File: config.mk
export PLATFORM = sky130hd
export DESIGN_NAME = esc_arg
export DESIGN_NICKNAME = d
export VERILOG_FILES = /design/src/rtl/esc_pkg.sv /design/src/rtl/esc_arg.sv
export SDC_FILE = /design/constraint.sdc
export NUM_CORES = 2
export LEC_CHECK = 0
export CAP_MARGIN = 40
export CORE_ASPECT_RATIO = 0.5
export CORE_MARGIN = 3
export CORE_UTILIZATION = 30
export CTS_CLUSTER_DIAMETER = 40
export CTS_CLUSTER_SIZE = 30
export DETAILED_ROUTE_END_ITERATION = 16
export DONT_BUFFER_PORTS = 1
export SYNTH_ARGS = -nofsm -noshare
export SYNTH_HDL_FRONTEND = slang
export SYNTH_SLANG_ARGS = --single-unit
File: constraint.sdc
create_clock -name clk -period 17.9 [get_ports clk]
set_input_delay 3.58 -clock clk [delete_from_list [all_inputs] [get_ports clk]]
set_output_delay 3.58 -clock clk [all_outputs]
set_load 0.01 [all_outputs]
File: src/rtl/esc_pkg.sv
// ----------------------------------------------------------------------------
// esc_pkg
// Shared types and constants for the exponential saturation curve pipeline.
// ----------------------------------------------------------------------------
package esc_pkg;

    localparam int ZZ_W       = 37;   // biased exponent argument, unsigned Q5.32
    localparam int Q_BITS     = 6;    // quotient bits of the ln2 reduction
    localparam int DIV_STEPS  = 2;    // quotient bits resolved per stage
    localparam int DIV_STAGES = Q_BITS / DIV_STEPS;
    localparam int MUL3_SHIFT = 29;

    localparam logic [31:0] LN2_Q32   = 32'd2977044472;
    localparam logic [63:0] Z_MAX     = 64'h0000_0007_0000_0000;
    localparam logic [63:0] Z_MIN_MAG = 64'h0000_0010_0000_0000;
    localparam logic [37:0] ZZ_BIAS   = 38'd71449067328;   // 24 * ln2
    localparam logic [6:0]  Q_BIAS    = 7'd24;
    localparam logic [31:0] ONE_Q30   = 32'h4000_0000;
    localparam logic [28:0] MUL3      = 29'd178956971;      // (2^29 + 1) / 3
    localparam logic [6:0]  E_SHIFT0  = 7'd10;
    localparam logic [63:0] RND_HALF  = 64'd524288;         // 2^19

    // item data that rides alongside the exponent math
    typedef struct packed {
        logic               last;
        logic               pre;    // position before onset
        logic [31:0]        base;
        logic signed [32:0] diff;   // plateau - baseline
    } esc_side_t;

endpackage

File: src/rtl/esc_arg.sv
// ----------------------------------------------------------------------------
// esc_arg
// Exponent argument: offset, rate product, clamp and bias (three stages).
// ----------------------------------------------------------------------------
module esc_arg
    import esc_pkg::*;
(
    input  logic              clk,
    input  logic              rst_n,
    input  logic              advance,
    input  logic              in_valid,
    input  logic [31:0]       position,
    input  logic [31:0]       onset,
    input  logic [31:0]       baseline,
    input  logic [31:0]       plateau,
    input  logic [31:0]       rate,
    input  logic              last_in,
    output logic              out_valid,
    output esc_side_t         out_side,
    output logic [ZZ_W-1:0]   zz
);

    logic        v1_reg, v2_reg, v3_reg;
    esc_side_t   side1_reg, side2_reg, side3_reg;
    logic        kneg1_reg, kneg2_reg;
    logic [31:0] kmag1_reg, dmag1_reg;
    logic [63:0] pmag2_reg;
    logic [ZZ_W-1:0] zz3_reg;

    logic [32:0] d;
    logic [31:0] kmag;
    esc_side_t   side_next;
    logic [63:0] zmag;
    logic [37:0] zs;
    logic [37:0] zsum;
    logic [ZZ_W-1:0] zz_next;

    always_comb
    begin
        d                = {position[31], position} - {onset[31], onset};
        kmag             = rate[31] ? (~rate + 32'd1) : rate;
        side_next.last   = last_in;
        side_next.pre    = d[32];
        side_next.base   = baseline;
        side_next.diff   = $signed({plateau[31], plateau}) - $signed({baseline[31], baseline});
    end

    always_comb
    begin
        if (kneg2_reg)
        begin
            zmag = (pmag2_reg > Z_MAX) ? Z_MAX : pmag2_reg;
            zs   = zmag[37:0];
        end
        else
        begin
            zmag = (pmag2_reg > Z_MIN_MAG) ? Z_MIN_MAG : pmag2_reg;
            zs   = ~zmag[37:0] + 38'd1;
        end
        zsum    = zs + ZZ_BIAS;
        zz_next = zsum[ZZ_W-1:0];
    end

    always_ff @(posedge clk or negedge rst_n)
    begin
        if (!rst_n)
        begin
            v1_reg <= 1'b0;
            v2_reg <= 1'b0;
            v3_reg <= 1'b0;
        end
        else if (advance)
        begin
            v1_reg <= in_valid;
            v2_reg <= v1_reg;
            v3_reg <= v2_reg;
        end
    end

    always_ff @(posedge clk)
    begin
        if (advance)
        begin
            side1_reg <= side_next;
            kneg1_reg <= rate[31];
            kmag1_reg <= kmag;
            dmag1_reg <= d[31:0];
            side2_reg <= side1_reg;
            kneg2_reg <= kneg1_reg;
            pmag2_reg <= kmag1_reg * dmag1_reg;
            side3_reg <= side2_reg;
            zz3_reg   <= zz_next;
        end
    end

    assign out_valid = v3_reg;
    assign out_side  = side3_reg;
    assign zz        = zz3_reg;

endmodule

### After elaboration in Yosys (flattened, before gate mapping)

Index checks and enable logic that the tools add are counted.

| storage, ports and cells | value |
|---|---|
| bits in registers | 371 |
| bits in latches | 0 |
| bits in writable memories | 0 |
| memory bits (read-only) | 0 |
| input port bits | 165 |
| output and inout port bits | 105 |
| memories kept | 0 |

| operators by class | value |
|---|---|
| add/subtract/negate cells | 5 |
| $mul | 1 |
| divide/modulo/power cells | 0 |
| order comparisons | 2 |
| equal/unequal tests | 0 |
| shifts and indexed selects | 0 |
| muxes and demuxes | 4 |
| bitwise operators | 2 |
| reductions and logical operators | 0 |

Operators by type and width:

| operator | number |
|---|---|
| 37-bit two-way mux | 3 |
| 32-bit by 32-bit subtractor with 33-bit output | 2 |
| 64-bit by 35-bit greater-than comparator with 1-bit output (second input constant) | 1 |
| 64-bit by 37-bit greater-than comparator with 1-bit output (second input constant) | 1 |
| 32-bit by 32-bit multiplier with 64-bit output | 1 |
| 37-bit by 1-bit adder with 37-bit output (second input constant) | 1 |
| 37-bit adder (second input constant) | 1 |
| 37-bit NOT | 1 |
| 32-bit by 1-bit adder with 32-bit output (second input constant) | 1 |
| 32-bit NOT | 1 |
| 31-bit two-way mux | 1 |

### Depth between registers and ports, before layout

| logic depth | value |
|---|---|
| depth in word-level cells | 6 |
| depth in mapped cells | 31 |

### Worst setup path before layout

OpenSTA, ideal clock, no wires.

| timing | value |
|---|---|
| path kind | register -> register |
| from | register dmag1_reg[2] |
| to | register pmag2_reg[60], data pin |
| setup time | 0.259 ns |
| data arrival time | 7.737 ns |
| required time | 17.641 ns |
| path slack | 9.904 ns |
| cell stages (with the launch flop) | 28 |
| path buffers | 1 |
| clock period less this slack | 7.996 ns |
| path through | edfxtp_1 > clkbuf_1 > and2_1 > fa_1 > inv_1 > fa_1 > fa_1 > fa_1 > inv_1 > fa_1 > inv_1 > fa_1 > inv_1 > fa_1 > fa_1 > ha_1 > or2_2 > a21oi_1 > o31a_1 > nor2_1 > a211oi_1 > a21oi_1 > a31o_2 > a221oi_2 > o311ai_1 > a221o_1 > a21oi_1 > xnor2_1 |

| between the ends | value |
|---|---|
| word-level cells in the longest chain between the ends | 1 |

Ends and longest elaborated chain:

| element | line | text |
|---|---|---|
| start, declared | esc_arg.sv:26 | `logic [31:0] kmag1_reg, dmag1_reg;` |
| start signal, assigned | esc_arg.sv:87 | `dmag1_reg <= d[31:0];` |
| 32-bit by 32-bit multiplier with 64-bit output | esc_arg.sv:90 | `pmag2_reg <= kmag1_reg * dmag1_reg;` |
| end signal, assigned | esc_arg.sv:90 |  |
| end, declared | esc_arg.sv:27 | `logic [63:0] pmag2_reg;` |

Every way passes these cells.
A chain may end at the register's enable or synchronous reset.

### Worst setup path in the final report

| timing | value |
|---|---|
| from | register kmag1_reg[5] |
| to | register pmag2_reg[60], data pin |

| between the ends | value |
|---|---|
| word-level cells in the longest chain between the ends | 1 |

Ends and longest elaborated chain:

| element | line | text |
|---|---|---|
| start, declared | esc_arg.sv:26 |  |
| start signal, assigned | esc_arg.sv:86 | `kmag1_reg <= kmag;` |
| 32-bit by 32-bit multiplier with 64-bit output | esc_arg.sv:90 |  |

Every way passes these cells.

==> metrics.md <==
| Metric | Value |
|---|---|
| Critical path origin | `kmag1_reg[5]$_DFFE_PP_` |
| Hold EP | `out_side[0]$_DFFE_PP_` |
| Fmax | `0.107 GHz` |
| Width of the die | `582 um` |
| Worst-path maximum fanout | `18` |
| Reg2reg end | `pmag2_reg[60]$_DFFE_PP_` |
| Antenna viol nets, final | `0` |
| Setup bufs post-CTS | `0` |
| Max-cap violation count | `0` |
| First-pass DRT Iterations | `6` |
| Max Clock Skew | `0.0536 ns` |
| First-pass GRT wire length | `207000 um` |
| Worst reg2reg path startpoint | `kmag1_reg[5]$_DFFE_PP_` |
| Crit path time final | `9.31 ns` |
| EDFF count, synth | `368` |
| Critical Path Max Stage Delay | `0.94 ns` |
| Worst hold stages | `0` |
| Asr flop ratio synth | `0.809%` |
| Seq/Total Area, Yosys | `22.3%` |
| Crit path arrival time | `9.73 ns` |
| CP max stage cell | `edfxtp_1` |
| CTS tree | `yes` |
| Metal-1 WL | `56300 um` |
| Vias/cell | `4.71` |
| HPWL after DPL | `98500 um` |
| Post-synth top area share | `36.1%` |
| Mean post-synth cell area | `10.2 um2` |
| Synthesized instance count | `4862` |
| Routed wl met3 | `8100 um` |
| Setup tns final | `0 ns` |
| CTS clk-pin slew, worst paths | `0.07 ns` |
| Initial antenna violation count | `8` |
| DRT iter0 DRCs | `2137` |
| Worst-Margin Slew | `1.13 ns` |
| Synthesized cell area | `49800 um2` |
| Final setup violation count | `0` |
| Core box area | `164000 um2` |
| Total track usage | `15.5%` |
| Most common flop cell mapped by yosys | `edfxtp_1` |
| Full die area | `171000 um2` |
| GPL Wtd Cong | `0.865` |
| Number of remaining DRC errors | `0` |
| Initial Util | `30.3%` |
| Ports | `270` |
| Grt total ovfl | `0` |
| CP bufs+invs | `4` |
| Root buf cell | `clkbuf_16` |
| Area Overhead vs Synth | `8.87%` |
| Cell mode on critical path | `fa_1` |
| Ys Warns | `0` |
| Status | `complete, no violations` |
| Cell types occupying the most area after synthesis | `fa_1, edfxtp_1, ha_1` |
| Yosys reg bits | `371` |
| IO buf count | `0` |
| Die H | `294 um` |
| Post-CTS Hold Fix Bufs | `0` |
| Crit-path leading delay family | `adder cells` |
| Clk_lat worst skew | `0.67 ns` |
| CP Capture Type | `register` |
| Number of core rows | `105` |
| Vias | `33100` |
| Synth cell types | `99` |
| Vias in the first global route | `35000` |
| Clock Sinks | `371` |
| Final Cycle Share | `52.0%` |
| Post-synthesis net count | `6255` |
| H-tree levels | `2` |
| Slew margin rel. | `24.6%` |
| Hold Startpoint | `side2_reg[0]$_DFFE_PP_` |
| Proportion of layout cells with a drive suffix above 1 | `4.75%` |
| Element type at the critical path start | `register` |
| CTS Buf Count | `53` |
| Max clock buf depth | `3` |
| Routed WL per cell | `18.8 um` |
| HP Class | `reg2reg` |
| Final Routed Wirelength | `132000 um` |
| Synth area leader | `fa_1` |
| Nets | `6169` |
| Post_cts resized | `0` |
| Crit Path Class | `reg2reg` |
| Largest net degree at the start of global routing | `372` |
| Final Max Tran Viols | `0` |
| Required time of the critical path | `18.32 ns` |
| Unrepaired setup endpoints after global routing | `false` |
| Final Hold Viols | `0` |
| Reg2reg setup slack | `8.59 ns` |
| Cells on worst reg2reg path | `26` |
| Max Used Layer | `met5` |
| Wire length on met2 | `63400 um` |
| Final hold slack | `0.411 ns` |
==> per-stage QoR <==
stage	setup WS, ns	cell area, um2	cells	util [%]
after floorplan	9.90	49800	4862	-
after global placement	8.66	52300	6912	31.8
after detailed placement	8.60	52300	6914	31.8
after CTS	8.59	54200	7013	33.0
after global routing	8.10	54200	7013	33.0
final	8.59	54200	7016	33.0
==> synth_stat cells (90+ instances only) <==
library cell	count
ha_1	330
edfxtp_1	368
o21ai_0	90
fa_1	898
clkbuf_1	206
a21oi_1	111
and2_1	587
nor2_1	115
nand2_1	532
xnor2_1	116
inv_1	965
==> layer usage <==
layer | GRT usage, % | vias to the layer above
li1 | - | 14900
met5 | 0 | -
met4 | 4.47 | 2
met2 | 26.2 | 911
met1 | 20.4 | 17000
met3 | 2.80 | 224
==> worst max-delay path by stage <==
| stage | end | slack (ns) | cells after the start |
|---|---|---|---|
| after floorplan | pmag2_reg[60]$_DFFE_PP_ | 9.90 | 27 |
| after global placement | pmag2_reg[60]$_DFFE_PP_ | 8.66 | 27 |
| after detailed placement | pmag2_reg[60]$_DFFE_PP_ | 8.60 | 26 |
| after CTS | pmag2_reg[60]$_DFFE_PP_ | 8.59 | 26 |
| after global routing | pmag2_reg[62]$_DFFE_PP_ | 8.10 | 26 |
| final | pmag2_reg[60]$_DFFE_PP_ | 8.59 | 26 |
==> cells by family after synthesis <==
family | share of synthesized area [%]
xor gates and xnor gates | 2.87
buffers and inverters | 8.92
and+or+nand+nor | 15.1
DFF | 22.3
AOI/OAI and AO/OA | 6.23
muxes | 0.128
adders and majority gates | 44.4
==> area by class of cell <==
cell class / count / area (um2)
inverter: 965 / 3620
tap: 2193 / 2740
timing repair buffer: 73 / 543
clock buffer: 53 / 1330
multi-input combinational: 3312 / 34200
antenna: 3 / 7.51
sequential: 371 / 11100
fill: 16700 / 110000
clock inverter: 46 / 617
==> placed cells by master, fill, tap and decap left out, types with 53 or more instances in the layout <==
master,instances
inv_1,965
fa_1,898
and2_1,587
nand2_1,532
edfxtp_1,368
ha_1,330
xnor2_1,116
nor2_1,115
a21oi_1,111
o21ai_0,90
buf_4,71
clkbuf_16,53
Power is not shown: default switching activity piles up to over one toggle a cycle in this logic, so the estimate is an artifact.
