`src/rtl/esc_pkg.sv`:
```
// ----------------------------------------------------------------------------
// esc_pkg
// Shared types and constants for the exponential saturation curve pipeline.
// ----------------------------------------------------------------------------
package esc_pkg;

    localparam int ZZ_W       = 37;   // biased exponent argument, unsigned Q5.32
    localparam int Q_BITS     = 6;    // quotient bits of the ln2 reduction
    localparam int DIV_STEPS  = 2;    // quotient bits resolved per stage
    localparam int DIV_STAGES = Q_BITS / DIV_STEPS;
    localparam int MUL3_SHIFT = 29;

    localparam logic [31:0] LN2_Q32   = 32'd2977044472;
    localparam logic [63:0] Z_MAX     = 64'h0000_0007_0000_0000;
    localparam logic [63:0] Z_MIN_MAG = 64'h0000_0010_0000_0000;
    localparam logic [37:0] ZZ_BIAS   = 38'd71449067328;   // 24 * ln2
    localparam logic [6:0]  Q_BIAS    = 7'd24;
    localparam logic [31:0] ONE_Q30   = 32'h4000_0000;
    localparam logic [28:0] MUL3      = 29'd178956971;      // (2^29 + 1) / 3
    localparam logic [6:0]  E_SHIFT0  = 7'd10;
    localparam logic [63:0] RND_HALF  = 64'd524288;         // 2^19

    // item data that rides alongside the exponent math
    typedef struct packed {
        logic               last;
        logic               pre;    // position before onset
        logic [31:0]        base;
        logic signed [32:0] diff;   // plateau - baseline
    } esc_side_t;

endpackage

```
`src/rtl/esc_blend.sv`:
```
// ----------------------------------------------------------------------------
// esc_blend
// Scales plateau - baseline by 1 - exp, rounds, adds baseline and saturates;
// before onset it passes baseline. The last stage is the output register.
// ----------------------------------------------------------------------------
module esc_blend
    import esc_pkg::*;
(
    input  logic        clk,
    input  logic        rst_n,
    input  logic        advance,
    input  logic        in_valid,
    input  esc_side_t   in_side,
    input  logic [31:0] e,
    output logic        out_valid,
    output logic [31:0] curve_value,
    output logic        last_out
);

    logic        v0_reg, v1_reg, v2_reg;
    esc_side_t   side0_reg, side1_reg;
    logic        neg0_reg, neg1_reg;
    logic [31:0] gmag0_reg, dmag0_reg;
    logic [63:0] prod1_reg;
    logic [31:0] val2_reg;
    logic        last2_reg;

    logic [32:0] g;
    logic [32:0] ndiff;
    logic [31:0] gmag, dmag;
    logic [63:0] rnd;
    logic [45:0] bext, mext, sum;
    logic [31:0] val_next;

    always_comb
    begin
        g     = 33'h0010_0000 - {1'b0, e};
        gmag  = g[32] ? 32'(~g + 33'd1) : g[31:0];
        ndiff = ~in_side.diff + 33'd1;
        dmag  = in_side.diff[32] ? ndiff[31:0] : in_side.diff[31:0];
    end

    always_comb
    begin
        rnd  = prod1_reg + RND_HALF;
        bext = {{14{side1_reg.base[31]}}, side1_reg.base};
        mext = {2'b00, rnd[63:20]};
        sum  = neg1_reg ? (bext - mext) : (bext + mext);
        if (side1_reg.pre)
            val_next = side1_reg.base;
        else if (!sum[45] && (|sum[44:31]))
            val_next = 32'h7FFF_FFFF;
        else if (sum[45] && !(&sum[44:31]))
            val_next = 32'h8000_0000;
        else
            val_next = sum[31:0];
    end

    always_ff @(posedge clk or negedge rst_n)
    begin
        if (!rst_n)
        begin
            v0_reg <= 1'b0;
            v1_reg <= 1'b0;
            v2_reg <= 1'b0;
        end
        else if (advance)
        begin
            v0_reg <= in_valid;
            v1_reg <= v0_reg;
            v2_reg <= v1_reg;
        end
    end

    always_ff @(posedge clk)
    begin
        if (advance)
        begin
            side0_reg <= in_side;
            neg0_reg  <= g[32] ^ in_side.diff[32];
            gmag0_reg <= gmag;
            dmag0_reg <= dmag;
            side1_reg <= side0_reg;
            neg1_reg  <= neg0_reg;
            prod1_reg <= dmag0_reg * gmag0_reg;
            val2_reg  <= val_next;
            last2_reg <= side1_reg.last;
        end
    end

    assign out_valid   = v2_reg;
    assign curve_value = val2_reg;
    assign last_out    = last2_reg;

endmodule

```
`config.mk`:
```
export PLATFORM = sky130hd
export DESIGN_NAME = esc_blend
export DESIGN_NICKNAME = d
export VERILOG_FILES = /design/src/rtl/esc_pkg.sv /design/src/rtl/esc_blend.sv
export SDC_FILE = /design/constraint.sdc
export NUM_CORES = 2
export LEC_CHECK = 0
export BUFFER_PORTS_ARGS = -buffer_cell sky130_fd_sc_hd__buf_2
export CAP_MARGIN = 10
export CORE_UTILIZATION = 25
export CTS_CLUSTER_DIAMETER = 150
export DETAILED_ROUTE_END_ITERATION = 8
export RECOVER_POWER = 100
export SLEW_MARGIN = 10
export SYNTH_ARGS = -nofsm -noshare
export SYNTH_HDL_FRONTEND = slang
export SYNTH_SLANG_ARGS = --single-unit
```
`constraint.sdc`:
```
create_clock -name clk -period 7.2 [get_ports clk]
set_input_delay 0 -clock clk [delete_from_list [all_inputs] [get_ports clk]]
set_output_delay 0 -clock clk [all_outputs]
set_load 0.1 [all_outputs]
```
# After elaboration in Yosys (flattened, before gate mapping)
# Index checks and enable logic that the tools add are counted.
[totals]
reg_bits = 234
latchBits = 0
ram_bits = 0
mem_bits_ro = 0
in_bits = 103
output_inout_bits = 34
elab_cells = 38
memories = 0
[op_classes]
addsub = 6
multipliers = 1
div_mod_pow = 0
order_cmp = 0
eq_ne = 0
n_shift = 0
mux = 6
bitwise_logic = 3
n_reduce_logical = 6
[op_table]
columns = ["op", "count"]
rows = [
  ["$mux 32", 5],
  ["$add 32x1->32 const B", 2],
  ["$add 64x20->64 const B", 1],
  ["$mul 32x32->64", 1],
  ["$not 32->32", 2],
  ["$add 32x45->46", 1],
  ["$mux 46", 1],
  ["$sub 32x45->46", 1],
  ["$sub 21x32->33 const A", 1],
  ["$reduce_and 14->1", 1],
  ["$reduce_or 14->1", 1],
  ["$logic_and 1x1->1", 2],
  ["$logic_not 1->1", 2],
  ["$xor 1x1->1", 1],
]

# Longest topological paths before layout
[depth]
ltp_word = 9
depth_mapped = 30
mapped_depth_nobuf = 29

# Least setup slack after synthesis
# OpenSTA, ideal clock, no wires.
[synth_path]
kind = "register to register"
from = "reg dmag0_reg[16]"
to = "reg prod1_reg[62], data pin"
arrival_time_ns = 7.167
required_time_ns = 6.942
slack_ns = -0.225
path_stages_with_launch = 27
path_buffers = 1
period_less_slack_ns = 7.425
cell_sequence = "edfxtp_1 clkbuf_1 and2_1 fa_1 fa_1 inv_1 fa_1 fa_1 fa_1 inv_1 fa_1 fa_1 inv_1 fa_1 inv_1 ha_1 nand4_1 nor3_1 o21ai_0 o21ai_0 nor2_1 o31ai_1 a211o_1 a21oi_1 o21ai_0 a21oi_1 xnor2_1"
[synth_via]
elab_chain_cells = 1
[synth_lines]
columns = ["element", "line", "text"]
rows = [
  ["start: declaration", "esc_blend.sv:23", "logic [31:0] gmag0_reg, dmag0_reg;"],
  ["start signal: assignment", "esc_blend.sv:82", "dmag0_reg <= dmag;"],
  ["$mul 32x32->64", "esc_blend.sv:85", "prod1_reg <= dmag0_reg * gmag0_reg;"],
  ["end signal: assignment", "esc_blend.sv:85", ""],
  ["end: declaration", "esc_blend.sv:24", "logic [63:0] prod1_reg;"],
]
# Every way passes these cells.
# A chain may end at the register's enable or synchronous reset.

# Worst setup path in the final report
[layout_path]
from = "reg dmag0_reg[14]"
to = "reg prod1_reg[57], data pin"
# Same word-level chain as after synthesis.

==> impl_metrics.tcl <==
set metrics [dict create \
    mappedNetlistNets 6324 \
    run_status "complete, but fails checks" \
    post_route_cells_drive_above_1_share_pct 16.0 \
    grt_max_degree 116 \
    clock_tree.htree_level_count 1 \
    critical_path.endpoint_type "flip-flop" \
    postSynthAreaPerCell_um2 9.39 \
    antenna_violations_before_repair 1 \
    clkLatencyLatePin_ns 0.60 \
    dominantRegCellSynth "edfxtp_1" \
    hpwl_um 108000 \
    setup_repair_after_global_routing_missed_its_margin "true" \
    detailedPlace.worstSlack_ns -0.641 \
    utilization_pct 30.5 \
    core_region_area_um2 186000 \
    worst_ep_required_time_ns 7.54 \
    synth_cell_types 90 \
    synth-warning-count 0 \
    design.final.nets 6777 \
    remaining_drc_errors 0 \
    gr-total-overflow 0 \
    finalCritPeriodShare_pct 104 \
    clock_tree_buf_depth 3 \
    routed_via_density 4.46 \
    path_clk_slew_ns 0.06 \
    maxSlewHeadroom_pct -263 \
    clk_root_buffer_cell "clkbuf_16" \
    design.portCount 137 \
    port-buffer-count 136 \
    ys_ff_latch 215 \
    final.min_clock_period_ns 7.47 \
    cp_startpoint_kind "flip-flop" \
    postSynth.asyncResetShare_pct 1.40 \
    drt.antenna.violating_nets 0 \
    tritoncts_clock_tree "done" \
    via_count 35500 \
    drt_first_pass_iters 5 \
    wl_per_cell_um 16.4 \
    wirelength_um 130000 \
    fin_worst_hold_slack_ns 0.0470 \
    sequential_share_of_the_synthesized_area_pct 13.7 \
    floorplan.initialDensity_pct 25.3 \
    synthesis.area_um2 47100 \
    chipWidth_um 436 \
    vias_in_the_first_global_route 37800 \
    violated_checks "max-capacitance violations, max-slew violations, negative setup slack" \
    dr.first_iter.drc_count 2053 \
    filler_cell_count 19300 \
    timing.final.max_slew_violations 236 \
    worst-slew-pin-transition_ns 5.45 \
    post-route-worst-setup-slack_ns -0.275 \
    layout.cells.non_filler 7972 \
    tritoncts_num_sinks 215 \
    num_rows 158 \
    timing.clock.skew_ns 0.0298 \
    maxClockFrequency_mhz 134 \
    drv.max_cap_violation_count 3 \
    number_of_enable_flip_flop_cells_after_synthesis 212 \
    seqCellArea_um2 6440 \
    finalWeightedCongestion 0.880 \
    grt_pass1_wl_um 209000 \
    holdCritPathClass "input pin to flip-flop" \
    multi_input_comb_area_um2 37200 \
    tritoncts_buffer_count 27 \
    final_hold_viol_count 0 \
    groute.usage.overall_pct 13.6 \
    synthToLayoutAreaGrowth_pct 20.6 \
    path_max_fanout 11 \
    finalSetupViolations 19 \
    die_area_um2 190000 \
    die_y_um 436 \
    worst-setup-path-type "flip-flop to flip-flop" \
    post_synth_inst_count 5016 \
    timing.critical_path.arrival_ns 7.82 \
    placed_cells 7697 \
    largest_reg_flops 45 \
]
-- critical path: stages, from the launching register on --
cell and delay (ns):
edfxtp_1 0.41, buf_6 0.17, buf_6 0.12, buf_12 0.13, and2_4 0.14, fa_1 0.57, inv_2 0.04, fa_1 0.49
inv_2 0.04, fa_1 0.58, fa_2 0.45, fa_2 0.56, fa_2 0.45, fa_2 0.54, fa_2 0.47, ha_4 0.18
a21o_1 0.16, a21o_1 0.17, a21oi_2 0.18, o22ai_2 0.11, nor2_2 0.16, o31ai_4 0.11, a211o_4 0.38, a21oi_4 0.21
nor2_2 0.06, a31o_2 0.20, xor2_1 0.13
-- metrics by stage --
stage / setup TNS, ns / instance area, um^2
finish: -2.98 / 56800
global route: -10.27 / 56800
CTS: -4.07 / 56200
detailed placement: -10.63 / 52800
global placement: -8.43 / 52800
floorplan: 0 / 47100
-- timing repair --
action | CTS | global route
hold endpoints to repair | 196 | 0
pin swaps | 120 | 123
resized for setup | 158 | 158
endpoints found under the setup margin | 32 | 72
hold buffers | 124 | 0
buffers inserted | 81 | 22
gates cloned | 2 | 1
-- metal layers --
layer  wire (um)  part of all wire (%)  vias up  global-route usage, %
li1            -                     -    16500                      -
met1       62600                    48    18000                   19.7
met2       58800                    45      920                   22.1
met3        7280                   5.6      103                   1.70
met4        1800                   1.4        0                   1.95
met5           0                     0        -                      0
-- synthesized netlist by cell type (8+ instances only) --
| cell type | instances | area share (%) |
|---|---|---|
| a211oi_1 | 11 | 0.18 |
| a21o_1 | 47 | 0.75 |
| a21oi_1 | 134 | 1.4 |
| a31o_2 | 11 | 0.20 |
| a31oi_1 | 35 | 0.46 |
| and2_1 | 608 | 8.1 |
| and3_1 | 29 | 0.39 |
| and4_1 | 8 | 0.15 |
| buf_2 | 12 | 0.13 |
| clkbuf_1 | 249 | 2.0 |
| edfxtp_1 | 212 | 14 |
| fa_1 | 896 | 38 |
| ha_1 | 309 | 8.2 |
| inv_1 | 914 | 7.3 |
| nand2_1 | 550 | 4.4 |
| nand2b_1 | 17 | 0.23 |
| nand3_1 | 47 | 0.50 |
| nand4_1 | 39 | 0.52 |
| nor2_1 | 153 | 1.2 |
| nor2b_1 | 16 | 0.21 |
| nor3_1 | 63 | 0.67 |
| nor4_1 | 18 | 0.24 |
| o21ai_0 | 113 | 1.2 |
| o21bai_1 | 18 | 0.29 |
| o22ai_2 | 30 | 0.80 |
| o31ai_1 | 18 | 0.29 |
| or2_2 | 8 | 0.11 |
| or3_1 | 20 | 0.27 |
| or4_1 | 12 | 0.19 |
| xnor2_1 | 182 | 3.4 |
| xor2_1 | 83 | 1.5 |
-- layout by cell type (no fill, tap or decap), types with 39 or more instances in the layout --
cell and n:
buf_6 40, nand2_1 545, inv_1 873, fa_1 841, clkbuf_1 60, dlygate4sd3_1 124, xnor2_1 172, edfxtp_1 212
buf_2 85, nand4_1 39, a21o_1 47, nor3_1 59, nand3_1 47, nor2_1 146, o21ai_0 94, inv_2 41
xor2_1 77, a21oi_1 120, and2_1 583, buf_4 354, fa_2 55, ha_1 279
-- cell type report --
cell class / count / share of cell area (%)
Multi-Input combinational cell: 3610 / 65.4
Sequential cell: 215 / 11.3
Timing Repair Buffer: 700 / 10.2
Inverter: 915 / 6.05
Tap cell: 2480 / 5.46
Clock buffer: 34 / 1.24
Clock inverter: 16 / 0.291
Antenna cell: 2 / 0.00881
-- worst paths after layout --
| check | startpoint | end | slack (ns) | depth (start not counted) |
|---|---|---|---|---|
| max in group asynchronous | rst_n | v1_reg$_DFFE_PN0P_ | 6.77 | 3 |
| min in group asynchronous | rst_n | v0_reg$_DFFE_PN0P_ | 0.28 | 3 |
| worst min register to register | side0_reg[39]$_DFFE_PP_ | bext[6]$_DFFE_PP_ | 0.42 | 0 |
| worst max register to register | dmag0_reg[14]$_DFFE_PP_ | prod1_reg[57]$_DFFE_PP_ | -0.27 | 26 |
| worst min-delay path | e[11] | gmag0_reg[11]$_DFFE_PP_ | 0.05 | 4 |
| worst max-delay path | dmag0_reg[14]$_DFFE_PP_ | prod1_reg[57]$_DFFE_PP_ | -0.27 | 26 |
-- logic make-up after synthesis --
| kind of cell | after synthesis | synth area share [%] |
|---|---|---|
| and+or+nand+nor | 1623 | 18.0 |
| adders and majority gates | 1205 | 46.3 |
| xor gates and xnor gates | 266 | 4.96 |
| DFF | 215 | 13.7 |
| muxes | 13 | 0.292 |
| AOI/OAI and AO/OA | 503 | 7.14 |
| buffers and inverters | 1191 | 9.65 |
Power is not shown: default switching activity piles up to over one toggle a cycle in this logic, so the estimate is an artifact.
