===== config.mk =====
export PLATFORM = sky130hd
export DESIGN_NAME = esc_reduce
export DESIGN_NICKNAME = d
export VERILOG_FILES = /design/src/rtl/esc_pkg.sv /design/src/rtl/esc_reduce.sv
export SDC_FILE = /design/constraint.sdc
export NUM_CORES = 1
export LEC_CHECK = 0
export BUFFER_PORTS_ARGS = -buffer_cell sky130_fd_sc_hd__buf_2
export CORE_UTILIZATION = 35
export DETAILED_ROUTE_END_ITERATION = 8
export PLACE_DENSITY = 0.54
export SLEW_MARGIN = 0
export SYNTH_ARGS = -nofsm -noshare
export SYNTH_HDL_FRONTEND = slang
export SYNTH_SLANG_ARGS = --single-unit

===== constraint.sdc =====
create_clock -name clk -period 6.21 [get_ports clk]
set_clock_uncertainty 0.1 [all_clocks]
set_input_delay 0.9315 -clock clk [delete_from_list [all_inputs] [get_ports clk]]
set_output_delay 0.9315 -clock clk [all_outputs]
set_load 0.005 [all_outputs]

===== src/rtl/esc_pkg.sv =====
// ----------------------------------------------------------------------------
// esc_pkg
// Shared types and constants for the exponential saturation curve pipeline.
// ----------------------------------------------------------------------------
package esc_pkg;

    localparam int ZZ_W       = 37;   // biased exponent argument, unsigned Q5.32
    localparam int Q_BITS     = 6;    // quotient bits of the ln2 reduction
    localparam int DIV_STEPS  = 2;    // quotient bits resolved per stage
    localparam int DIV_STAGES = Q_BITS / DIV_STEPS;
    localparam int MUL3_SHIFT = 29;

    localparam logic [31:0] LN2_Q32   = 32'd2977044472;
    localparam logic [63:0] Z_MAX     = 64'h0000_0007_0000_0000;
    localparam logic [63:0] Z_MIN_MAG = 64'h0000_0010_0000_0000;
    localparam logic [37:0] ZZ_BIAS   = 38'd71449067328;   // 24 * ln2
    localparam logic [6:0]  Q_BIAS    = 7'd24;
    localparam logic [31:0] ONE_Q30   = 32'h4000_0000;
    localparam logic [28:0] MUL3      = 29'd178956971;      // (2^29 + 1) / 3
    localparam logic [6:0]  E_SHIFT0  = 7'd10;
    localparam logic [63:0] RND_HALF  = 64'd524288;         // 2^19

    // item data that rides alongside the exponent math
    typedef struct packed {
        logic               last;
        logic               pre;    // position before onset
        logic [31:0]        base;
        logic signed [32:0] diff;   // plateau - baseline
    } esc_side_t;

endpackage


===== src/rtl/esc_reduce.sv =====
// ----------------------------------------------------------------------------
// esc_reduce
// Range reduction by ln2: restoring division, two quotient bits per stage.
// ----------------------------------------------------------------------------
module esc_reduce
    import esc_pkg::*;
#(
    parameter int EXP_TABLE_BITS = 8
)
(
    input  logic                       clk,
    input  logic                       rst_n,
    input  logic                       advance,
    input  logic                       in_valid,
    input  esc_side_t                  in_side,
    input  logic [ZZ_W-1:0]            zz,
    output logic                       out_valid,
    output esc_side_t                  out_side,
    output logic [29-EXP_TABLE_BITS:0] s,
    output logic signed [6:0]          n
);

    logic [ZZ_W-1:0]   rem_in   [DIV_STAGES+1];
    logic [Q_BITS-1:0] q_in     [DIV_STAGES+1];
    logic              v_in     [DIV_STAGES+1];
    esc_side_t         side_in  [DIV_STAGES+1];

    logic [ZZ_W-1:0]   rem_reg  [DIV_STAGES];
    logic [Q_BITS-1:0] q_reg    [DIV_STAGES];
    logic              v_reg    [DIV_STAGES];
    esc_side_t         side_reg [DIV_STAGES];

    assign rem_in[0]  = zz;
    assign q_in[0]    = '0;
    assign v_in[0]    = in_valid;
    assign side_in[0] = in_side;

    for (genvar g = 0; g < DIV_STAGES; g++)
    begin : g_div
        logic [ZZ_W-1:0]   rem_next;
        logic [Q_BITS-1:0] q_next;
        logic [ZZ_W-1:0]   dvs;

        always_comb
        begin
            rem_next = rem_in[g];
            q_next   = q_in[g];
            dvs      = '0;
            for (int t = 0; t < DIV_STEPS; t++)
            begin
                dvs = {{(ZZ_W-32){1'b0}}, LN2_Q32} << (Q_BITS - 1 - DIV_STEPS * g - t);
                if (rem_next >= dvs)
                begin
                    rem_next = rem_next - dvs;
                    q_next[Q_BITS - 1 - DIV_STEPS * g - t] = 1'b1;
                end
            end
        end

        always_ff @(posedge clk or negedge rst_n)
        begin
            if (!rst_n)
                v_reg[g] <= 1'b0;
            else if (advance)
                v_reg[g] <= v_in[g];
        end

        always_ff @(posedge clk)
        begin
            if (advance)
            begin
                rem_reg[g]  <= rem_next;
                q_reg[g]    <= q_next;
                side_reg[g] <= side_in[g];
            end
        end

        assign rem_in[g+1]  = rem_reg[g];
        assign q_in[g+1]    = q_reg[g];
        assign v_in[g+1]    = v_reg[g];
        assign side_in[g+1] = side_reg[g];
    end

    // remainder is below ln2, so it fits the low 32 bits
    assign s         = rem_in[DIV_STAGES][31:2+EXP_TABLE_BITS];
    assign n         = $signed({1'b0, q_in[DIV_STAGES]}) - $signed(Q_BIAS);
    assign out_valid = v_in[DIV_STAGES];
    assign out_side  = side_in[DIV_STAGES];

endmodule


Word-level counts from Yosys, hierarchy flattened
Memories as Yosys holds them, arrays and structs flattened.
Index checks and enable logic that the tools add are counted.
{ "totals": {"input_bits": 108, "ram_bits": 330, "regBits": 3, "memories": 3} }
{ "memory_table": {"columns": ["name", "words", "word_bits", "read_ports", "rd_clocked_by_memory_dff", "wr", "line_no", "source"], "rows": [
  ["side_reg", 3, 67, 3, 0, 3, "esc_reduce.sv:31", "esc_side_t side_reg [DIV_STAGES];"],
  ["rem_reg", 3, 37, 3, 0, 3, "esc_reduce.sv:28", "logic [ZZ_W-1:0] rem_reg [DIV_STAGES];"],
  ["q_reg", 3, 6, 3, 0, 3, "esc_reduce.sv:29", "logic [Q_BITS-1:0] q_reg [DIV_STAGES];"]
]} }
{ "classes": {"muxes": 14, "n_addsub": 7, "magnitude_cmp": 6} }
{ "ops": {"columns": ["op", "n"], "rows": [
  ["$mux 37", 6],
  ["$ge 37x32->1 const B", 1],
  ["$ge 37x33->1 const B", 1],
  ["$ge 37x34->1 const B", 1],
  ["$ge 37x35->1 const B", 1],
  ["$ge 37x36->1 const B", 1],
  ["$ge 37x37->1 const B", 1],
  ["$sub 37x32->37 const B", 1],
  ["$sub 37x33->37 const B", 1],
  ["$sub 37x34->37 const B", 1],
  ["$sub 37x35->37 const B", 1],
  ["$sub 37x36->37 const B", 1],
  ["$sub 37x37->37 const B", 1],
  ["$mux 1", 8],
  ["$sub 6x5->7 const B", 1]
]} }

Longest topological paths before layout
Gate-level depths: netlist of the first run.
An unclocked memory read counts as a cell.
{ "logic_depth": {"ltp_word": 5, "mapped_depth": 22, "mapped_depth_nobuf": 16} }

Worst setup path before layout of the first run
OpenSTA, ideal clock, no wires.
{ "synth_timing": {"kind": "input to register", "from": "in zz[18]", "to": "mem rem_reg[0][8] (data pin)", "t_required_ns": 5.848, "path_slack_ns": 0.878, "cell_stages": 19, "path_buffers": 7, "setup_time_ns": 0.262, "t_arrival_ns": 4.970, "cell_sequence": "clkbuf_1 or4_1 buf_2 a311oi_2 o21bai_2 a31oi_4 buf_6 buf_2 buf_2 buf_1 xnor2_1 ha_1 o21ai_1 o311ai_2 o2111a_1 o31ai_4 nand2_2 buf_6 mux2_1"} }
{ "synth_rtl": {"columns": ["item", "line_no", "source"], "rows": [
  ["start, declared", "esc_reduce.sv:16", "input logic [ZZ_W-1:0] zz,"],
  ["end, declared", "esc_reduce.sv:28", null]
]} }

==> results of run 1 <==
## placed cells by master (no fill, tap or decap), types with 16 or more instances in the layout
cell type / n
nor2_1: 95
nor3_1: 28
nand4_1: 19
clkbuf_16: 35
or3_1: 18
inv_1: 28
xnor2_1: 99
buf_2: 203
and3_1: 23
nand2_1: 125
nand3_1: 44
xor2_1: 49
a21oi_1: 56
a31oi_1: 17
o21ai_0: 46
edfxtp_1: 306
a211oi_1: 16
buf_4: 16
## kinds of logic (layout without fill, tap and decap cells)
kind of cell	count (synthesis)	in the layout	share of synthesized area [%]
and+or+nand+nor	459	459	14.5
adders and majority gates	6	6	0.453
muxes	15	15	0.958
buffers and inverters	195	312	6.91
DFF	309	309	55.9
AOI/OAI and AO/OA	306	306	13.5
xor gates and xnor gates	148	148	7.82
## worst register-to-register path, stage by stage (launching register included)
cell       delay (ps)
edfxtp_1          580
nand4_1           300
o311ai_1          430
a21o_1            450
nor2_4            220
xnor2_1           200
ha_1              250
nand3_1            90
nor3_1             50
a41o_1            270
o2111a_1          190
or4_1             560
o2111ai_1         200
and3_1            470
nor2_1            180
a211o_1           300
a32o_1            220
## synthesized netlist by cell type (6+ instances only)
cell type,instances,area [sq um]
a211o_1,6,52.6
a211oi_1,16,120
a21o_1,10,75.1
a21oi_1,56,280
a22oi_1,6,45.0
a311oi_1,6,52.6
a31oi_1,17,106
and2_1,10,62.6
and3_1,23,144
and4_1,7,61.3
buf_2,19,95.1
buf_4,94,706
clkbuf_1,41,154
edfxtp_1,306,9190
ha_1,6,75.1
inv_1,28,105
mux2_2,6,67.6
mux2i_1,8,80.1
nand2_1,125,469
nand2b_1,11,68.8
nand3_1,44,220
nand4_1,19,119
nor2_1,95,357
nor2b_1,7,43.8
nor3_1,28,140
nor3b_1,7,52.6
nor4_1,13,81.3
o2111ai_1,8,70.1
o211a_1,9,90.1
o211ai_1,12,90.1
o21a_1,10,75.1
o21ai_0,46,230
o21ai_1,7,35.0
o22ai_1,13,81.3
o311a_1,8,80.1
o31ai_1,13,97.6
or2_2,8,50.1
or3_1,18,113
or4_1,9,67.6
xnor2_1,99,867
xor2_1,49,429
## final cells by class
type                            instances  area [sq um]  area share, %
Sequential cell                       309          9260           49.8
Clock inverter                         18           194           1.04
Clock buffer                           42           912           4.91
Inverter                               31           116          0.626
Tap cell                              607           759           4.09
Timing Repair Buffer                  221          1170           6.30
Multi-Input combinational cell        934          6170           33.2
## layer usage
layer	vias to the layer above	track usage, %
li1	5519	-
met1	5343	20.3
met2	259	24.9
met3	54	2.25
met4	0	5.06
met5	-	0
## stage by stage
step	power (mW)	hold WS, ps	utilization (%)	cells
3_3_place_gp	4.53	300	37.5	2102
5_1_grt	6.89	62.9	39.8	2162
2_1_floorplan	4.20	300	-	1438
3_5_place_dp	4.57	305	37.5	2102
4_1_cts	6.59	41.6	39.8	2162
6_report	6.51	85.2	39.8	2162
## worst max-delay path by stage
stage	to	start	slack (ps)
2_1_floorplan	rem_reg[0][8]	zz[18]	880
3_3_place_gp	rem_reg[0][8]	zz[21]	700
3_5_place_dp	rem_reg[0][8]	zz[21]	590
4_1_cts	rem_reg[0][53]	rem_reg[0][25]	970
5_1_grt	rem_reg[0][53]	rem_reg[0][16]	510
6_report	rem_reg[0][53]	rem_reg[0][25]	890
## power by group through the flow
stage | registers, mW | clock network (mW) | logic (mW)
after floorplan | 2.84 | 0 | 1.36
after global placement | 2.97 | 0 | 1.56
after detailed placement | 2.98 | 0 | 1.58
after CTS | 2.94 | 2.06 | 1.59
after global routing | 2.98 | 2.14 | 1.78
final | 2.94 | 1.98 | 1.58
==> results.toml, run 1 <==
[status]
outcome = "finished with violations"
violations = "DRC"

[detailed_routing]
met1_length_um = 16800
ant_nets = 0
route.met2.wl_um = 17500
num_vias = 11200
top_layer_used = "met4"
drcViolationCount = 22
wl_per_cell_um = 16.9
vias_per_cell = 5.17
wirelength_um = 36600
firstDrtPassIters = 7
drtIter0Drc = 846
wl_met3_um = 1470

[sta]
period_share_pct = 85.6
slew_viol_final = 0
setup_tns_ps = 0
setup_slack_ps = 894
finalCriticalPeriod_ps = 5320
max_freq_mhz = 188
hold_violations = 0
worst_pin_slew_ps = 995
rsz0062_at_grt = "no"
setup-violations-final = 0
maxSlewHeadroom_pct = 33.7

[die]
die-area_sq_um = 48300
core_sq_um = 46700
die_w_um = 220
row_count = 79
io_pins = 205
die_y_um = 220
start_util_pct = 35.5

[worst_setup_path]
reg2reg_slack_ps = 890
worst-path-buf-inv = 0
critPathArrivalTime_ps = 5500
worstPathRequired_ps = 6390
slowest_delay_ps = 580
rr_worst_depth = 16
crit_path_top_delay_cell = "edfxtp_1"
r2r-end = "rem_reg[0][53]"
r2r-start = "rem_reg[0][25]"
cp_max_fo = 25
cp-start-kind = "flop"
path_delay_family = "compound AO/OA/AOI/OAI gates"
cp-end-kind = "flop"
cp_cell_sequence = "nand4_1 -> o311ai_1 -> a21o_1 -> nor2_4 -> xnor2_1 -> ha_1 -> nand3_1 -> nor3_1 -> a41o_1 -> o2111a_1 -> or4_1 -> o2111ai_1 -> and3_1 -> nor2_1 -> a211o_1 -> a32o_1"
cp_num_cells = 16
worstSetupPathType = "reg -> reg"

[power_and_ir_drop]
ir_drop_mv = 0.152
power.switching_mw = 1.95
seq_power_share_pct = 45.2
p_per_area_nw_per_um2 = 350
p_int_mw = 4.56
p_leak_nw = 6.75
switching_share_pct = 30.0
clkPwrFrac_pct = 30.4
p_comb_share_pct = 24.3

[cts]
cts.sinks = 309
cts_made_buffers = 34
clockRootBuffer = "clkbuf_16"
cts_buffer_depth = 3
worstSkewPairLatency_ps = 530
post-cts-setup-buffers = 0
clkSlewWorstSetupHoldPaths_ps = 60
clock_tree.htree_level_count = 2
cts.repair.resized = 0
cts_tree = "yes"
postCtsHoldBufs = 0

[yosys]
syn_area_per_cell_sq_um = 11.5
yosysSeqAreaShare_pct = 55.9
netlist_area_sq_um = 16600
syn_inst = 1438
synthFlopType = "edfxtp_1"
synth_edf_count = 306
syn_nets = 1552
ys_ff_latch = 309
ys_async_sr_fraction_pct = 0.971
synth.distinct_cells = 97
synth_warnings = 0

[placed_design]
hpwl_um = 26900
placed_area_sq_um = 17500
place.gp.congestion = 0.876
pre_cts_ws_ps = 595
io_buffers = 204

[cells_and_area]
final_area_sq_um = 18600
largest_reg_flops = 201
syn_to_final_growth_pct = 12.1
layout-drive-gt1-share_pct = 20.8
fillCellCount = 4547
nets = 1645
n_antenna_cell = 0

[grt]
antenna_found_initial = 0
overflow = 0
grt_pass1_wl_um = 58300
grt_pass1_vias = 10500
grt_max_degree = 137
grt_use_total_pct = 15.1

[worst_hold_path]
hp-class = "in -> async"

[flow_run]
maxCapViolCount = 0
Power figures use the tool's default switching activity.
==> run 2, diff against run 1 <==
--- a/config.mk
+++ b/config.mk
@@ -8,7 +8,7 @@
 export BUFFER_PORTS_ARGS = -buffer_cell sky130_fd_sc_hd__buf_2
 export CORE_UTILIZATION = 35
 export DETAILED_ROUTE_END_ITERATION = 8
-export PLACE_DENSITY = 0.54
+export PLACE_DENSITY = 0.56
 export SLEW_MARGIN = 0
 export SYNTH_ARGS = -nofsm -noshare
 export SYNTH_HDL_FRONTEND = slang
==> constraint.sdc (replaced) <==
create_clock -name clk -period 4.4 [get_ports clk]
set_clock_uncertainty 0.1 [all_clocks]
set_input_delay 0.66 -clock clk [delete_from_list [all_inputs] [get_ports clk]]
set_output_delay 0.66 -clock clk [all_outputs]
set_load 0.005 [all_outputs]
==> results.toml, run 2 (same netlist as run 1, synthesis figures left out) <==
[worst_setup_path]
cp-end-kind = "flop"
worstSetupPathType = "reg -> reg"
rr_worst_depth = 14
cp_max_fo = 8
cp-start-kind = "flop"
worstPathRequired_ps = 4570
critPathArrivalTime_ps = 4550

[power_and_ir_drop]
p_int_mw = 6.89
clkPwrFrac_pct = 28.9
p_comb_share_pct = 30.1
p_leak_nw = 7.96
ir_drop_mv = 0.202
seq_power_share_pct = 41.0
finalPower_mw = 9.76
p_per_area_nw_per_um2 = 473
switching_share_pct = 29.4
power.switching_mw = 2.87

[grt]
grt_pass1_vias = 11600
overflow = 0
antenna_found_initial = 0
grt_max_degree = 91
grt_pass1_wl_um = 60600
grt_use_total_pct = 15.6

[cells_and_area]
final_area_sq_um = 20600
nets = 1885
syn_to_final_growth_pct = 24.5
n_antenna_cell = 0
mostFrequentLayoutCell = "edfxtp_1"
layout-drive-gt1-share_pct = 32.5
largest_reg_flops = 201
final_cell_mix = "306 x edfxtp_1, 247 x buf_4, 203 x buf_2, 125 x nand2_1, 99 x xnor2_1"
fillCellCount = 4393

[detailed_routing]
vias_per_cell = 4.99
firstDrtPassIters = 7
num_vias = 12000
ant_nets = 0
met1_length_um = 17000
route.met2.wl_um = 18800
top_layer_used = "met4"
wl_met3_um = 1520
wl_per_cell_um = 16.0
wirelength_um = 38300
drcViolationCount = 27
drtIter0Drc = 796

[die]
core_sq_um = 46700
die_w_um = 220
start_util_pct = 35.5
die_y_um = 220
die-area_sq_um = 48300
row_count = 79
io_pins = 205

[worst_hold_path]
hp-class = "in -> reg"
min_path_cells = 1

[flow_run]
maxCapViolCount = 0

[placed_design]
hpwl_um = 29100
io_buffers = 204
placed_area_sq_um = 19300
place.gp.congestion = 0.885

[cts]
cts.sinks = 309
cts_buffer_depth = 3
cts_tree = "yes"
clock_tree.htree_level_count = 2
cts_made_buffers = 34
clkSlewWorstSetupHoldPaths_ps = 60
worstSkewPairLatency_ps = 520
clockRootBuffer = "clkbuf_16"

[sta]
hold_violations = 0
max_freq_mhz = 228
worst_pin_slew_ps = 746
period_share_pct = 99.6
holdWs_ps = 217
finalCriticalPeriod_ps = 4380
rsz0062_at_grt = "yes"
setup-violations-final = 0
maxSlewHeadroom_pct = 49.6
slew_viol_final = 0

[status]
violations = "DRC"
outcome = "finished with violations"
-- run 2: cell count changes in the layout (fill, tap and decap cells not counted), sizes merged --
| cell | delta |
|---|---|
| buf | +239 |
| bufinv | +1 |
| clkbuf | -3 |
| clkinv | -1 |
| dlygate4sd3 | +1 |
| inv | +1 |
-- run 2: final cells by class --
| class | instances | area [sq um] | area share (%) |
|---|---|---|---|
| Sequential cell | 309 | 9260 | 44.9 |
| Multi-Input combinational cell | 934 | 6350 | 30.8 |
| Clock buffer | 39 | 891 | 4.32 |
| Inverter | 31 | 116 | 0.564 |
| Clock inverter | 19 | 219 | 1.06 |
| Timing Repair Buffer | 461 | 3040 | 14.7 |
| Tap cell | 607 | 759 | 3.68 |
-- run 2: worst max-delay path: stages (launching register included) --
cell and delay, ps:
edfxtp_1 390, or4_4 550, or4_4 570, nor3_4 230, nor2_4 100, buf_4 140
nor4_2 120, o21ai_1 120, xnor2_1 140, or4_4 520, nor3_4 330, buf_6 150
nor2_2 40, or4_1 460, and4_1 160
-- run 2: layer usage --
layer / vias up / global-route usage (%)
met3: 63 / 2.33
met4: 0 / 4.44
met2: 269 / 27.3
met5: - / 0
met1: 5648 / 19.9
li1: 5988 / -
-- run 2: power groups by stage --
| stage | clock network [mW] | logic (mW) | registers [mW] |
|---|---|---|---|
| floorplan | 0 | 1.93 | 4.02 |
| global placement | 0 | 2.80 | 4.05 |
| detailed placement | 0 | 2.84 | 4.07 |
| CTS | 2.91 | 2.85 | 4.00 |
| global route | 3.03 | 3.25 | 4.05 |
| finish | 2.83 | 2.94 | 4.00 |
-- run 2: final timing paths --
check | startpoint | endpoint | slack (ps)
hold / removal | in_side[13] | side_reg[0][13] | 220
hold reg to reg | q_reg[0][10] | q_reg[0][16] | 310
min in group asynchronous | rst_n | v_in[2] | 360
setup reg to reg | rem_reg[0][61] | rem_reg[0][89] | 20
setup / recovery | rem_reg[0][61] | rem_reg[0][89] | 20
max in group asynchronous | rst_n | v_in[1] | 3740
-- run 2: metrics by stage --
stage	util (%)	worst slack [ps]	cells	TNS, ps
2_1_floorplan	-	-91.9	1438	-91.9
3_3_place_gp	41.3	-207	2326	-3430
3_5_place_dp	41.3	-334	2326	-6530
4_1_cts	43.7	-6.78	2385	-6.78
5_1_grt	44.2	-158	2400	-428
6_report	44.2	19.2	2400	0
-- run 2: repair_timing --
action	in CTS	in global routing
endpoints found under the setup margin	1	32
pin swaps	0	13
hold buffers	1	0
hold endpoints to repair	3	0
gates resized for setup	2	25
buffers inserted	0	15
